===== src/hdl/maze_carve_backtracker_defines.svh =====
// Assertion macros used by the maze carver top file.
`ifndef MAZE_CARVE_BACKTRACKER_DEFINES_SVH
`define MAZE_CARVE_BACKTRACKER_DEFINES_SVH

// Same-cycle implication, sampled on the rising edge, off while in reset
`define MCB_ASSERT_IMPL(label, cond, prop) \
  label: assert property (@(posedge clk) disable iff (!rst_n) (cond) |-> (prop)) \
    else $error("maze carver check failed");

// Next-cycle implication, sampled on the rising edge, off while in reset
`define MCB_ASSERT_NEXT(label, cond, prop) \
  label: assert property (@(posedge clk) disable iff (!rst_n) (cond) |=> (prop)) \
    else $error("maze carver check failed");

`endif


===== src/hdl/mcb_pkg.sv =====
package mcb_pkg;

  localparam int MCB_MAX_COLUMNS = 64;
  localparam int MCB_MAX_ROWS    = 64;

  // Command codes; the unused code behaves as a read
  localparam logic [1:0] CMD_START = 2'd0;
  localparam logic [1:0] CMD_STEP  = 2'd1;
  localparam logic [1:0] CMD_READ  = 2'd2;
  localparam logic [1:0] CMD_SPARE = 2'd3;

  // Configuration register indexes
  localparam logic [1:0] CFG_COLUMNS = 2'd0;
  localparam logic [1:0] CFG_ROWS    = 2'd1;

  localparam logic [3:0] ALL_WALLS = 4'hF;

  typedef enum logic [2:0] {
    STS_STARTED      = 3'd0,
    STS_CARVED       = 3'd1,
    STS_BACKTRACKED  = 3'd2,
    STS_FINISHED     = 3'd3,
    STS_CELL_READ    = 3'd4,
    STS_OUT_OF_RANGE = 3'd5
  } mcb_status_t;

  typedef enum logic [3:0] {
    S_CLEAR,
    S_IDLE,
    S_SEED,
    S_STACK,
    S_STACK_WAIT,
    S_CELLS,
    S_EVAL,
    S_CARVE,
    S_READ_WAIT
  } mcb_state_t;

  typedef struct packed {
    logic [1:0] command;
    logic [5:0] cell_x;
    logic [5:0] cell_y;
    logic [7:0] random_value;
  } mcb_in_t;

  typedef struct packed {
    mcb_status_t status;
    logic [5:0]  result_x;
    logic [5:0]  result_y;
    logic [3:0]  walls;
    logic        visited_mark;
    logic [5:0]  last_visited_x;
    logic [5:0]  last_visited_y;
    logic [12:0] stack_depth;
  } mcb_out_t;

  // Grid size in use, already clamped to the legal range
  typedef struct packed {
    logic [6:0] used_cols;
    logic [6:0] used_rows;
  } mcb_cfg_t;

  // Modulo 3 of a byte: 4 mod 3 is 1, so the 2-bit digits simply add up
  function automatic logic [1:0] mcb_mod3(logic [7:0] v);
    logic [3:0] s;
    logic [1:0] m;
    s = 4'(v[1:0]) + 4'(v[3:2]) + 4'(v[5:4]) + 4'(v[7:6]);
    case (s) inside
      4'd0, 4'd3, 4'd6, 4'd9, 4'd12: m = 2'd0;
      4'd1, 4'd4, 4'd7, 4'd10:       m = 2'd1;
      4'd2, 4'd5, 4'd8, 4'd11:       m = 2'd2;
      default:                       m = 2'd0;
    endcase
    return m;
  endfunction

  // Random value modulo the open-neighbour count (1 to 4)
  function automatic logic [1:0] mcb_rnd_mod(logic [7:0] v, logic [2:0] n);
    logic [1:0] k;
    case (n)
      3'd2:    k = {1'b0, v[0]};
      3'd3:    k = mcb_mod3(v);
      3'd4:    k = v[1:0];
      default: k = 2'd0;
    endcase
    return k;
  endfunction

  // Direction of the k-th open neighbour, counting up, right, down, left
  function automatic logic [1:0] mcb_pick_dir(logic [3:0] open, logic [1:0] k);
    logic [2:0] seen;
    logic [1:0] dir;
    seen = 3'd0;
    dir  = 2'd0;
    for (int d = 0; d < 4; d++) begin
      if (open[d]) begin
        if (seen == {1'b0, k}) dir = 2'(d);
        seen = seen + 3'd1;
      end
    end
    return dir;
  endfunction

endpackage


===== src/hdl/mcb_seq.sv =====
module mcb_seq #(
  parameter int MAX_COLUMNS = mcb_pkg::MCB_MAX_COLUMNS,
  parameter int MAX_ROWS    = mcb_pkg::MCB_MAX_ROWS,
  localparam int XA = $clog2(MAX_COLUMNS < 64 ? MAX_COLUMNS : 64),
  localparam int YA = $clog2(MAX_ROWS < 64 ? MAX_ROWS : 64),
  localparam int AW = XA + YA
) (
  input  logic              clk,
  input  logic              rst_n,
  input  logic              start,
  input  mcb_pkg::mcb_in_t  in_data,
  input  mcb_pkg::mcb_cfg_t cfg,
  output logic              busy,
  output logic              out_strobe,
  output mcb_pkg::mcb_out_t out_data,
  output logic              cell_we,
  output logic [AW-1:0]     cell_waddr,
  output logic [4:0]        cell_wdata,
  output logic [AW-1:0]     cell_raddr,
  input  logic [4:0]        cell_rdata,
  output logic              stk_we,
  output logic [AW-1:0]     stk_waddr,
  output logic [AW-1:0]     stk_wdata,
  output logic [AW-1:0]     stk_raddr,
  input  logic [AW-1:0]     stk_rdata
);
  import mcb_pkg::*;

  localparam int CW = AW + 1;
  localparam logic [CW-1:0] DEPTH = CW'(1) << AW;

  mcb_state_t     state_r, state_nxt;
  logic [AW-1:0]  clr_r, clr_nxt;
  logic [2:0]     rc_r, rc_nxt;
  logic [AW-1:0]  top_r, top_nxt;
  logic [4:0]     top_word_r, top_word_nxt;
  logic [3:0]     open_r, open_nxt;
  logic           popping_r, popping_nxt;
  logic           seeding_r, seeding_nxt;
  logic [CW-1:0]  count_r, count_nxt;
  logic [AW-1:0]  last_r, last_nxt;
  logic [5:0]     sx_r, sx_nxt, sy_r, sy_nxt;
  logic [7:0]     rnd_r, rnd_nxt;
  logic [1:0]     dir_r, dir_nxt;
  mcb_status_t    rd_sts_r, rd_sts_nxt;
  logic           out_strobe_r, out_strobe_nxt;
  mcb_out_t       out_r, out_nxt;

  function automatic logic [AW-1:0] addr_of(logic [5:0] x, logic [5:0] y);
    return {y[YA-1:0], x[XA-1:0]};
  endfunction

  // Stack-top coordinates and its four neighbours
  logic [5:0]    tx, ty;
  logic [6:0]    nb_x [4];
  logic [6:0]    nb_y [4];
  logic [3:0]    nb_in;
  logic [AW-1:0] probe_addr [5];

  assign tx = 6'(top_r[XA-1:0]);
  assign ty = 6'(top_r[AW-1:XA]);

  always_comb begin
    nb_x[0] = {1'b0, tx};         nb_y[0] = {1'b0, ty} - 7'd1;
    nb_x[1] = {1'b0, tx} + 7'd1;  nb_y[1] = {1'b0, ty};
    nb_x[2] = {1'b0, tx};         nb_y[2] = {1'b0, ty} + 7'd1;
    nb_x[3] = {1'b0, tx} - 7'd1;  nb_y[3] = {1'b0, ty};
    probe_addr[0] = top_r;
    for (int d = 0; d < 4; d++) begin
      // A step below zero wraps to 127, never inside the grid
      nb_in[d]        = (nb_x[d] < cfg.used_cols) && (nb_y[d] < cfg.used_rows);
      probe_addr[d+1] = addr_of(nb_x[d][5:0], nb_y[d][5:0]);
    end
  end

  // Carve decision from the collected neighbour flags
  logic [2:0]    open_cnt;
  logic [1:0]    pick_k, pick_dir, far_dir;
  logic [CW-1:0] count_dec;
  logic          accept, in_inside;

  assign open_cnt  = 3'($countones(open_r));
  assign pick_k    = mcb_rnd_mod(rnd_r, open_cnt);
  assign pick_dir  = mcb_pick_dir(open_r, pick_k);
  assign far_dir   = dir_r + 2'd2;
  assign count_dec = count_r - CW'(1);
  assign accept    = start && !busy;
  assign in_inside = ({1'b0, in_data.cell_x} < cfg.used_cols) &&
                     ({1'b0, in_data.cell_y} < cfg.used_rows);

  function automatic mcb_out_t pack_out(mcb_status_t sts, logic [5:0] x, logic [5:0] y,
                                        logic [4:0] word, logic [AW-1:0] last,
                                        logic [CW-1:0] cnt);
    mcb_out_t o;
    o.status         = sts;
    o.result_x       = x;
    o.result_y       = y;
    o.walls          = word[3:0];
    o.visited_mark   = word[4];
    o.last_visited_x = 6'(last[XA-1:0]);
    o.last_visited_y = 6'(last[AW-1:XA]);
    o.stack_depth    = 13'(cnt);
    return o;
  endfunction

  // Next state
  always_comb begin
    state_nxt = state_r;
    unique case (state_r)
      S_CLEAR:      if (clr_r == AW'(DEPTH - CW'(1))) state_nxt = seeding_r ? S_SEED : S_IDLE;
      S_IDLE: begin
        if (accept) begin
          case (in_data.command)
            CMD_START: if (in_inside) state_nxt = S_CLEAR;
            CMD_STEP:  state_nxt = (count_r == '0) ? S_READ_WAIT : S_STACK;
            default:   if (in_inside) state_nxt = S_READ_WAIT;
          endcase
        end
      end
      S_SEED:       state_nxt = S_IDLE;
      S_STACK:      state_nxt = S_STACK_WAIT;
      S_STACK_WAIT: state_nxt = S_CELLS;
      S_CELLS:      if (rc_r == 3'd5) state_nxt = S_EVAL;
      S_EVAL: begin
        if (open_cnt != 3'd0) state_nxt = popping_r ? S_IDLE : S_CARVE;
        else                  state_nxt = (count_dec == '0) ? S_IDLE : S_STACK;
      end
      S_CARVE:      state_nxt = S_IDLE;
      S_READ_WAIT:  state_nxt = S_IDLE;
      default:      state_nxt = S_IDLE;
    endcase
  end

  // Datapath, memory ports and results
  always_comb begin
    clr_nxt        = clr_r;
    rc_nxt         = rc_r;
    top_nxt        = top_r;
    top_word_nxt   = top_word_r;
    open_nxt       = open_r;
    popping_nxt    = popping_r;
    seeding_nxt    = seeding_r;
    count_nxt      = count_r;
    last_nxt       = last_r;
    sx_nxt         = sx_r;
    sy_nxt         = sy_r;
    rnd_nxt        = rnd_r;
    dir_nxt        = dir_r;
    rd_sts_nxt     = rd_sts_r;
    out_strobe_nxt = 1'b0;
    out_nxt        = out_r;
    cell_we        = 1'b0;
    cell_waddr     = top_r;
    cell_wdata     = {1'b0, ALL_WALLS};
    cell_raddr     = top_r;
    stk_we         = 1'b0;
    stk_waddr      = count_r[AW-1:0];
    stk_wdata      = top_r;
    stk_raddr      = count_dec[AW-1:0];
    unique case (state_r)
      S_CLEAR: begin
        // Sweep every cell back to four walls, unvisited
        cell_we    = 1'b1;
        cell_waddr = clr_r;
        clr_nxt    = clr_r + AW'(1);
      end
      S_IDLE: begin
        if (accept) begin
          sx_nxt  = in_data.cell_x;
          sy_nxt  = in_data.cell_y;
          rnd_nxt = in_data.random_value;
          case (in_data.command)
            CMD_START: begin
              if (in_inside) begin
                seeding_nxt = 1'b1;
                clr_nxt     = '0;
              end else begin
                out_strobe_nxt = 1'b1;
                out_nxt = pack_out(STS_OUT_OF_RANGE, in_data.cell_x, in_data.cell_y,
                                   5'd0, last_r, count_r);
              end
            end
            CMD_STEP: begin
              popping_nxt = 1'b0;
              if (count_r == '0) begin
                // Empty stack: report the last visited cell
                cell_raddr = last_r;
                rd_sts_nxt = STS_FINISHED;
                sx_nxt     = 6'(last_r[XA-1:0]);
                sy_nxt     = 6'(last_r[AW-1:XA]);
              end
            end
            default: begin
              if (in_inside) begin
                cell_raddr = addr_of(in_data.cell_x, in_data.cell_y);
                rd_sts_nxt = STS_CELL_READ;
              end else begin
                out_strobe_nxt = 1'b1;
                out_nxt = pack_out(STS_OUT_OF_RANGE, in_data.cell_x, in_data.cell_y,
                                   5'd0, last_r, count_r);
              end
            end
          endcase
        end
      end
      S_SEED: begin
        cell_we        = 1'b1;
        cell_waddr     = addr_of(sx_r, sy_r);
        cell_wdata     = {1'b1, ALL_WALLS};
        stk_we         = 1'b1;
        stk_waddr      = '0;
        stk_wdata      = addr_of(sx_r, sy_r);
        count_nxt      = CW'(1);
        last_nxt       = addr_of(sx_r, sy_r);
        seeding_nxt    = 1'b0;
        out_strobe_nxt = 1'b1;
        out_nxt = pack_out(STS_STARTED, sx_r, sy_r, {1'b1, ALL_WALLS}, last_nxt, count_nxt);
      end
      S_STACK: begin
        stk_raddr = count_dec[AW-1:0];
      end
      S_STACK_WAIT: begin
        top_nxt = stk_rdata;
        rc_nxt  = 3'd0;
      end
      S_CELLS: begin
        // Issue the top and four neighbour reads, each captured as the next one is issued
        if (rc_r != 3'd5) cell_raddr = probe_addr[rc_r];
        if (rc_r == 3'd1) top_word_nxt = cell_rdata;
        for (int d = 0; d < 4; d++) begin
          if (rc_r == 3'(d + 2)) open_nxt[d] = nb_in[d] && !cell_rdata[4];
        end
        rc_nxt = rc_r + 3'd1;
      end
      S_EVAL: begin
        if (open_cnt != 3'd0) begin
          if (popping_r) begin
            out_strobe_nxt = 1'b1;
            out_nxt = pack_out(STS_BACKTRACKED, tx, ty, top_word_r, last_r, count_r);
          end else begin
            // Drop the wall on the stack-top side
            cell_we    = 1'b1;
            cell_waddr = top_r;
            cell_wdata = top_word_r & ~(5'd1 << pick_dir);
            dir_nxt    = pick_dir;
          end
        end else begin
          count_nxt   = count_dec;
          popping_nxt = 1'b1;
          if (count_dec == '0) begin
            out_strobe_nxt = 1'b1;
            out_nxt = pack_out(STS_BACKTRACKED, 6'd0, 6'd0, 5'd0, last_r, count_dec);
          end
        end
      end
      S_CARVE: begin
        // Mark the new cell, drop its facing wall and push it
        cell_we    = 1'b1;
        cell_waddr = probe_addr[3'(dir_r) + 3'd1];
        cell_wdata = {1'b1, ALL_WALLS & ~(4'd1 << far_dir)};
        if (count_r < DEPTH) begin
          stk_we    = 1'b1;
          stk_wdata = probe_addr[3'(dir_r) + 3'd1];
          count_nxt = count_r + CW'(1);
        end
        last_nxt       = probe_addr[3'(dir_r) + 3'd1];
        out_strobe_nxt = 1'b1;
        out_nxt = pack_out(STS_CARVED, nb_x[dir_r][5:0], nb_y[dir_r][5:0], cell_wdata,
                           last_nxt, count_nxt);
      end
      S_READ_WAIT: begin
        out_strobe_nxt = 1'b1;
        out_nxt = pack_out(rd_sts_r, sx_r, sy_r, cell_rdata, last_r, count_r);
      end
      default: begin
      end
    endcase
  end

  // Control state
  always_ff @(posedge clk) begin
    if (!rst_n) begin
      state_r      <= S_CLEAR;
      clr_r        <= '0;
      rc_r         <= '0;
      popping_r    <= 1'b0;
      seeding_r    <= 1'b0;
      count_r      <= '0;
      last_r       <= '0;
      out_strobe_r <= 1'b0;
    end else begin
      state_r      <= state_nxt;
      clr_r        <= clr_nxt;
      rc_r         <= rc_nxt;
      popping_r    <= popping_nxt;
      seeding_r    <= seeding_nxt;
      count_r      <= count_nxt;
      last_r       <= last_nxt;
      out_strobe_r <= out_strobe_nxt;
    end
  end

  // Payload
  always_ff @(posedge clk) begin
    top_r      <= top_nxt;
    top_word_r <= top_word_nxt;
    open_r     <= open_nxt;
    sx_r       <= sx_nxt;
    sy_r       <= sy_nxt;
    rnd_r      <= rnd_nxt;
    dir_r      <= dir_nxt;
    rd_sts_r   <= rd_sts_nxt;
    out_r      <= out_nxt;
  end

  assign busy       = (state_r != S_IDLE);
  assign out_strobe = out_strobe_r;
  assign out_data   = out_r;

endmodule


===== config.mk =====
export PLATFORM = sky130hd
export DESIGN_NAME = mcb_seq
export DESIGN_NICKNAME = d
export VERILOG_FILES = /design/src/hdl/maze_carve_backtracker_defines.svh /design/src/hdl/mcb_pkg.sv /design/src/hdl/mcb_seq.sv
export SDC_FILE = /design/constraint.sdc
export NUM_CORES = 1
export LEC_CHECK = 0
export BUFFER_PORTS_ARGS = -buffer_cell sky130_fd_sc_hd__buf_2
export CAP_MARGIN = 20
export CELL_PAD_IN_SITES_DETAIL_PLACEMENT = 1
export CELL_PAD_IN_SITES_GLOBAL_PLACEMENT = 2
export CORE_MARGIN = 4
export CORE_UTILIZATION = 37
export DETAILED_ROUTE_END_ITERATION = 10
export GPL_ROUTABILITY_DRIVEN = 0
export GPL_TIMING_DRIVEN = 0
export PLACE_DENSITY = 0.93
export SYNTH_ARGS = -nofsm -noshare
export SYNTH_HDL_FRONTEND = slang
export SYNTH_SLANG_ARGS = --single-unit

===== constraint.sdc =====
create_clock -name clk -period 11.2 [get_ports clk]
set_input_delay 0.56 -clock clk [delete_from_list [all_inputs] [get_ports clk]]
set_output_delay 0.56 -clock clk [all_outputs]
set_load 0.02 [all_outputs]

==> results of run 1 <==
worst paths after layout:
path / endpoint / slack [ps] / cells after the start
setup reg to reg: dir_r[0] / 6970 / 13
setup / recovery: cell_wdata[3] / 5850 / 14
hold / removal: top_r[9] / 290 / 1
hold reg to reg: clr_r[9] / 500 / 2
routing by layer:
metal,global-route usage,part of all wire,up-vias
met4,0.1112,0.042,0
met2,0.4372,0.46,458
li1,-,-,4898
met3,0.03828,0.072,94
met5,0,0,-
met1,0.3525,0.43,5303
worst register-to-register path, cell delays in order (launching register included):
cell	delay, ps
edfxtp_1	380
inv_1	80
fa_1	500
fa_1	530
inv_1	50
ha_1	200
fa_1	530
nor4b_1	350
a211oi_1	90
o21ai_1	510
xnor2_1	200
nor2_1	70
a211oi_1	470
a21o_1	140
area by class of cell:
cell class              count  share of cell area
multi-input cells         953              0.4970
flip-flops and latches    137              0.2983
repair buffers            171             0.07182
well taps                 372             0.03811
clock buffers              20             0.03750
plain buffers              82             0.02633
inverters                  57             0.01752
clock inverters            12             0.01342
sequential cells by signal, summed over array words and instances, names as in the netlist:
name / flops
rnd_r: 8
rd_sts_r: 2
dir_r: 2
open_r: 4
top_r: 12
count_r: 13
sx_r: 6
clr_r: 12
state_r: 4
top_word_r: 5
rc_r: 3
out_data: 45
last_r: 12
popping_r: 1
out_strobe: 1
sy_r: 6
seeding_r: 1
placed cells by master, fill, tap and decap left out, types with 17 or more instances in the layout:
master,Yosys,routed
and2_1,29,29
nor2b_1,18,18
a21oi_1,82,82
nand2_1,173,173
xnor2_1,18,18
clkbuf_16,0,18
dfxtp_1,47,47
nor3_1,21,20
a21o_1,26,26
and3_1,23,23
ha_1,72,72
nand3_1,49,49
o21ai_0,82,82
buf_2,4,173
inv_1,54,54
edfxtp_1,90,90
nor2_1,86,85
nand2b_1,17,17
clkbuf_1,71,72
cell families after synthesis:
group,after synthesis
simple gates,499
flops,137
buf+inv,139
xor+xnor,31
compound gates,337
mux,9
fa+ha+maj,77
through the flow:
step / hold slack, ps / util / worst slack (ps) / total power, mW
2_1_floorplan: 460.8 / - / 6651 / 0.5889
3_3_place_gp: 480.7 / 0.4260 / 5108 / 0.6198
3_5_place_dp: 493.2 / 0.4277 / 6470 / 0.6222
4_1_cts: 277.6 / 0.4506 / 5889 / 1.239
5_1_grt: 280.4 / 0.4506 / 5612 / 1.273
6_report: 289.6 / 0.4506 / 5849 / 1.235
power breakdown:
group / leakage (nW) / internal, mW / switching [mW] / total (mW)
Sequential: 1.24 / 0.536 / 0.00123 / 0.537
Clock: 0.303 / 0.368 / 0.255 / 0.622
Combinational: 3.63 / 0.0278 / 0.0477 / 0.0756
Total: 5.17 / 0.932 / 0.304 / 1.24
==> results.tsv, run 1 <==
metric	value	unit
wire_per_inst	23.02	um
finalNonFillerCells	1804	
avgViaCountPerCell	5.961	
critPathMaxStageDelay	530	ps
postRouteWirelength	41.53	mm
status	complete, no violations	
core	0.02710	sq mm
synth_ff_type	edfxtp_1	
hp-start	stk_rdata[9]	
fin_nets	1552	
grt_max_degree	30	
start_kind	register	
fin_crit	5351	ps
critPathSlowestCell	fa_1	
cp_common_cell	fa_1	
hold_buffers	0	
arrival	4790	ps
worst-path-buf-inv	3	
postCtsSetupBuffers	0	
clock_sinks	137	
netlist_top_cells_count	nand2_1, edfxtp_1, nor2_1	
yosysSeqAreaShare	0.3560	
hpwl	32.35	mm
ir_drop	0.00009296	V
timing.rr.start	rnd_r[1]	
yosys_warnings	0	
cp_max_fo	8	
synth_top_family_by_area	simple AND/OR/NAND/NOR gates	
hold_path.class	input port to register	
crit_chain	inv_1 > fa_1 > fa_1 > inv_1 > ha_1 > fa_1 > nor4b_1 > a211oi_1 > o21ai_1 > xnor2_1 > nor2_1 > a211oi_1 > o21ai_0 > buf_2	
synthSimpleGateAreaFrac	0.2418	
vias	10753	
synth-seq-cells	137	
cp_top_family	adder cells	
overflow	0	
cts-htree-levels	4	
drive_above_1_share	0.1543	
die-area	0.03039	sq mm
seqCellArea	0.003643	sq mm
clk_latency	440	ps
synthTopCellsByArea	edfxtp_1, dfxtp_1, ha_1	
final.setup.tns	0	ps
track_usage	0.2664	
dp_cells	1772	
antenna_found_initial	0	
diodes	0	
rows	60	
stdcell_area	0.01221	sq mm
rsz0062_at_grt	false	
synth_nets	1362	
yosys.cell_types.count	72	
p_per_area	101.2	mW/mm^2
synth_compound_area_frac	0.2169	
maxSlewHeadroom	0.2728	
synth_edf_count	90	
hold_viol	0	
port_buffers	169	
clockRootBuffer	clkbuf_16	
path_class	register to output pin	
firstDrtPassIters	6	
numCtsBuffers	17	
synth_mux_area_frac	0.008802	
slew_violations	0	
setup_viol	0	
yosysMostFrequentCell	nand2_1	
clockBufferDepth	2	
netlist_area	0.01023	sq mm
syn_inst	1229	
synthToLayoutAreaGrowth	19.33	%
syn_avg_cell_area	8.328	sq um
synth_top_area_share	0.2641	
multi_input_area	0.006070	sq mm
dr.first_iter.drc_count	1038	
grt_pass1_wl	63.29	mm
crit_required	10640	ps
drc	0	
die_x	174.3	um
synthAdderAreaFrac	0.09780	
synth-async-reset-ratio	0	
die_h	174.3	um
clk_pin_slew	70	ps
tritoncts	done	
crit_start	rnd_r[1]	
io_pins	170	
grt_pass1_vias	10902	
start_util	0.3777	
cts_resized	0	
worstSetupEndpointType	output pin	
antenna_left	0	
p_leak	5.168	nW
fin_skew	13.51	ps
synth_xor_area_frac	0.02653	
tightestPinTransition	1082	ps
max_freq	186.9	MHz
synth_top_area_cell	edfxtp_1	
drv_cap	0	
placed_cell_area	0.01159	sq mm
min_period_over_period	0.4778	
fillCellCount	3332	
No activity file was read; power rests on OpenSTA's default activity.
==> inputs of run 2 (changes only) <==
--- a/config.mk
+++ b/config.mk
@@ -10,11 +10,11 @@
 export CELL_PAD_IN_SITES_DETAIL_PLACEMENT = 1
 export CELL_PAD_IN_SITES_GLOBAL_PLACEMENT = 2
 export CORE_MARGIN = 4
-export CORE_UTILIZATION = 37
+export CORE_UTILIZATION = 34
 export DETAILED_ROUTE_END_ITERATION = 10
 export GPL_ROUTABILITY_DRIVEN = 0
 export GPL_TIMING_DRIVEN = 0
-export PLACE_DENSITY = 0.93
+export PLACE_DENSITY = 0.87
 export SYNTH_ARGS = -nofsm -noshare
 export SYNTH_HDL_FRONTEND = slang
 export SYNTH_SLANG_ARGS = --single-unit
==> constraint.sdc (replaced) <==
create_clock -name clk -period 5.2 [get_ports clk]
set_input_delay 0.26 -clock clk [delete_from_list [all_inputs] [get_ports clk]]
set_output_delay 0.26 -clock clk [all_outputs]
set_load 0.02 [all_outputs]
==> results.tsv, run 2 (synthesis results as in run 1) <==
metric	value	unit
tightestPinTransition	1072	ps
power	2.593	mW
avgViaCountPerCell	5.797	
p_switching	0.6544	mW
ir_drop	0.0002154	V
status	complete, no violations	
postRouteWirelength	41.87	mm
start_kind	register	
drive_above_1_share	0.1548	
maxSlewHeadroom	0.2665	
grt_pass1_wl	64.10	mm
hold_viol	0	
wire_per_inst	22.78	um
dr.first_iter.drc_count	928	
antenna_left	0	
clkPwrFrac	0.488	
crit_required	4940	ps
grt_pass1_vias	10859	
p_sw_frac	0.2524	
final.setup.tns	0	ps
die_x	181.5	um
firstDrtPassIters	9	
fin_crit	4747	ps
clockBufferDepth	2	
max_freq	210.7	MHz
drv_cap	0	
stdcell_area	0.01236	sq mm
tritoncts	done	
cp_max_fo	6	
finalNonFillerCells	1838	
drc	0	
cts-htree-levels	4	
vias	10655	
internal_power	1.938	mW
grt_max_degree	30	
start_util	0.3453	
rsz0062_at_grt	false	
die_h	181.5	um
numCtsBuffers	17	
rows	63	
synthToLayoutAreaGrowth	20.75	%
slew_violations	0	
p_per_area	209.8	mW/mm^2
pwr-share-comb	0.066	
final_cell_mix	buf_2, nand2_1, edfxtp_1	
hpwl	32.91	mm
min_period_over_period	0.9129	
hold_path.class	input port to register	
clock_sinks	137	
fin_nets	1567	
clockRootBuffer	clkbuf_16	
fin_skew	17.39	ps
dp_cells	1790	
antenna_found_initial	1	
overflow	0	
placed_cell_area	0.01161	sq mm
die-area	0.03294	sq mm
power_frac_seq	0.446	
clk_latency	440	ps
core	0.02964	sq mm
arrival	4490	ps
fillCellCount	3571	
port_buffers	169	
track_usage	0.2473	
largest_reg_flops	45	
worstSetupEndpointType	output pin	
path_class	register to output pin	
p_leak	5.214	nW
setup_viol	0	
io_pins	170	
clk_pin_slew	70	ps
[run 2: cell types whose count changed in the layout (fill, tap and decap cells not counted)]
cell,previous run,this run
diode_2,0,1
inv_6,2,5
o21ai_1,2,1
dlygate4sd3_1,0,14
buf_4,0,1
clkbuf_1,72,70
clkinvlp_4,1,2
inv_4,1,0
o21ai_2,0,1
bufinv_16,3,2
clkbuf_16,18,17
clkinv_1,3,4
[run 2: worst max-delay path: stages (launching register included)]
cell and delay, ps:
edfxtp_1 370, inv_1 70, fa_1 520, fa_1 540, inv_1 50, ha_1 200
fa_1 580, nor4bb_1 300, a211oi_1 90, o32ai_1 310, xor2_1 170, a211o_1 320
a311o_1 360, buf_2 170
[run 2: final timing paths]
kind	startpoint	endpoint	slack, ps	cells past startpoint
worst max register to register	dir_r[0]	last_r[5]	1180	9
worst min-delay path	in_data[7]	rnd_r[7]	6	1
worst min register to register	clr_r[9]	clr_r[9]	500	2
worst max-delay path	rnd_r[1]	cell_wdata[2]	450	13
[run 2: area by class of cell]
type	count	area [sq um]	area share
multi-input cells	953	6073	0.4914
diodes	1	2.502	0.0002025
well taps	390	488.0	0.03949
flip-flops and latches	137	3643	0.2948
clock buffers	17	425.4	0.03442
plain buffers	82	321.6	0.02602
clock inverters	15	165.2	0.01336
repair buffers	186	1025	0.08292
inverters	57	214.0	0.01731
[run 2: repair_timing]
action                     CTS  global route
hold endpoints to repair    13             1
hold buffers                13             1
setup endpoints to repair    0             2
buffers inserted             0             0
gates resized for setup      0             1
[run 2: layer usage]
| metal | global-route usage | vias up | wire (um) |
|---|---|---|---|
| li1 | - | 4918 | - |
| met1 | 0.3320 | 5249 | 18470 |
| met2 | 0.3989 | 398 | 19200 |
| met3 | 0.04046 | 88 | 2538 |
| met4 | 0.09907 | 2 | 1656 |
| met5 | 0 | - | 13 |
[run 2: metrics by stage]
stage	hold WS, ps	util	setup slack [ps]
6_report	5.750	0.4170	453.0
5_1_grt	3.159	0.4169	69.86
4_1_cts	0.7820	0.4162	303.0
3_5_place_dp	438.3	0.3918	784.2
3_3_place_gp	436.1	0.3903	-1022
2_1_floorplan	358.9	-	651.1
[run 2: power groups by stage]
stage	sequential, mW	clock, mW	combinational [mW]
floorplan	1.18	0	0.0875
global placement	1.18	0	0.156
detailed placement	1.18	0	0.159
CTS	1.16	1.28	0.168
global route	1.16	1.33	0.188
finish	1.16	1.26	0.171
==> inputs of run 3 (changes only) <==
--- a/config.mk
+++ b/config.mk
@@ -8,9 +8,9 @@
 export BUFFER_PORTS_ARGS = -buffer_cell sky130_fd_sc_hd__buf_2
 export CAP_MARGIN = 20
 export CELL_PAD_IN_SITES_DETAIL_PLACEMENT = 1
-export CELL_PAD_IN_SITES_GLOBAL_PLACEMENT = 2
+export CELL_PAD_IN_SITES_GLOBAL_PLACEMENT = 1
 export CORE_MARGIN = 4
-export CORE_UTILIZATION = 34
+export CORE_UTILIZATION = 43
 export DETAILED_ROUTE_END_ITERATION = 10
 export GPL_ROUTABILITY_DRIVEN = 0
 export GPL_TIMING_DRIVEN = 0
==> results.tsv, run 3 (synthesis results as in run 1) <==
metric	value	unit
status	complete, no violations	
numCtsBuffers	17	
tightestPinTransition	1012	ps
fillCellCount	2913	
rows	56	
avgViaCountPerCell	6.354	
final_cell_mix	buf_2, nand2_1, edfxtp_1	
cp_max_fo	6	
crit_required	4940	ps
track_usage	0.3112	
io_pins	170	
firstDrtPassIters	7	
start_kind	register	
overflow	0	
clock_sinks	137	
setup_viol	0	
p_per_area	211.2	mW/mm^2
largest_reg_flops	45	
rsz0062_at_grt	false	
port_buffers	169	
min_period_over_period	0.9386	
vias	11196	
arrival	4620	ps
clockBufferDepth	2	
core	0.02347	sq mm
final_core_util	0.5211	
worstSetupEndpointType	output pin	
grt_pass1_vias	11463	
clk_latency	430	ps
antenna_left	0	
synthToLayoutAreaGrowth	19.50	%
fin_skew	12.07	ps
hold_viol	0	
drive_above_1_share	0.1545	
postRouteWirelength	41.75	mm
maxSlewHeadroom	0.3200	
ir_drop	0.0001909	V
path_class	register to output pin	
fin_crit	4881	ps
wire_per_inst	23.70	um
die_x	162.3	um
drv_cap	0	
dr.first_iter.drc_count	1178	
grt_pass1_wl	64.21	mm
tritoncts	done	
drc	0	
die_h	162.3	um
slew_violations	0	
cts-htree-levels	4	
clk_pin_slew	60	ps
max_freq	204.9	MHz
hpwl	31.67	mm
hold_path.class	input port to register	
die-area	0.02633	sq mm
p_leak	5.208	nW
start_util	0.4360	
antenna_found_initial	1	
clockRootBuffer	clkbuf_16	
power	2.583	mW
fin_nets	1563	
diodes	0	
grt_max_degree	33	
==> run 3: cell types whose count changed in the layout (fill, tap and decap cells not counted), moves of 2 or more <==
cell | previous run | this run
dlygate4sd3_1 | 14 | 11
clkbuf_8 | 0 | 2
clkinvlp_4 | 2 | 0
inv_6 | 5 | 3
==> run 3: metrics by stage <==
step | hold WS [ps] | cells | setup TNS, ps | area [sq um] | setup WS (ps)
floorplan | 358.9 | 1229 | 0 | 10230 | 651.1
global placement | 436.5 | 1717 | -40240 | 11480 | -896.6
detailed placement | 438.3 | 1719 | 0 | 11520 | 691.6
CTS | 0.8161 | 1760 | 0 | 12210 | 200.8
global route | 1.237 | 1762 | 0 | 12230 | 48.56
finish | 5.857 | 1762 | 0 | 12230 | 319.2
==> run 3: worst paths after layout <==
check / from / endpoint / slack [ps] / cells past startpoint
min reg2reg: seeding_r / seeding_r / 510 / 1
min: stk_rdata[2] / top_r[2] / 6 / 1
max reg2reg: rnd_r[1] / dir_r[1] / 1110 / 13
max: rnd_r[1] / cell_wdata[2] / 320 / 13
==> run 3: timing repair <==
item	4_1_cts	5_1_grt
hold buffers	9	2
endpoints found under the setup margin	0	4
hold endpoints to repair	9	2
buffers inserted	0	0
resized for setup	0	1
==> run 3: area by class of cell <==
| class | instances | area, sq um | share of cell area |
|---|---|---|---|
| tap | 319 | 399.1 | 0.03263 |
| sequential | 137 | 3643 | 0.2979 |
| clock buffer | 21 | 481.7 | 0.03939 |
| buffer | 82 | 321.6 | 0.02629 |
| multi-input combinational | 953 | 6073 | 0.4966 |
| clock inverter | 11 | 110.1 | 0.009003 |
| timing repair buffer | 182 | 987.2 | 0.08072 |
| inverter | 57 | 214.0 | 0.01749 |
==> run 3: critical path: stages, from the launching register on <==
cell	delay (ps)
edfxtp_1	380
inv_1	80
fa_1	520
fa_1	530
inv_1	50
ha_1	200
fa_1	590
nor4bb_1	340
a211oi_1	120
o32ai_1	330
xor2_1	170
a211o_1	330
a311o_1	380
buf_2	180
==> run 3: power breakdown <==
part	switching [mW]	internal, mW	total (mW)
logic	0.103	0.0655	0.169
clock network	0.535	0.722	1.26
registers	0.00283	1.16	1.16
==> run 3: metal layers <==
metal	share of wire	GRT usage	wire length, um
met5	0.00024	0	10
met4	0.051	0.1519	2130
met3	0.088	0.05202	3666
met2	0.47	0.5044	19420
met1	0.40	0.4043	16530
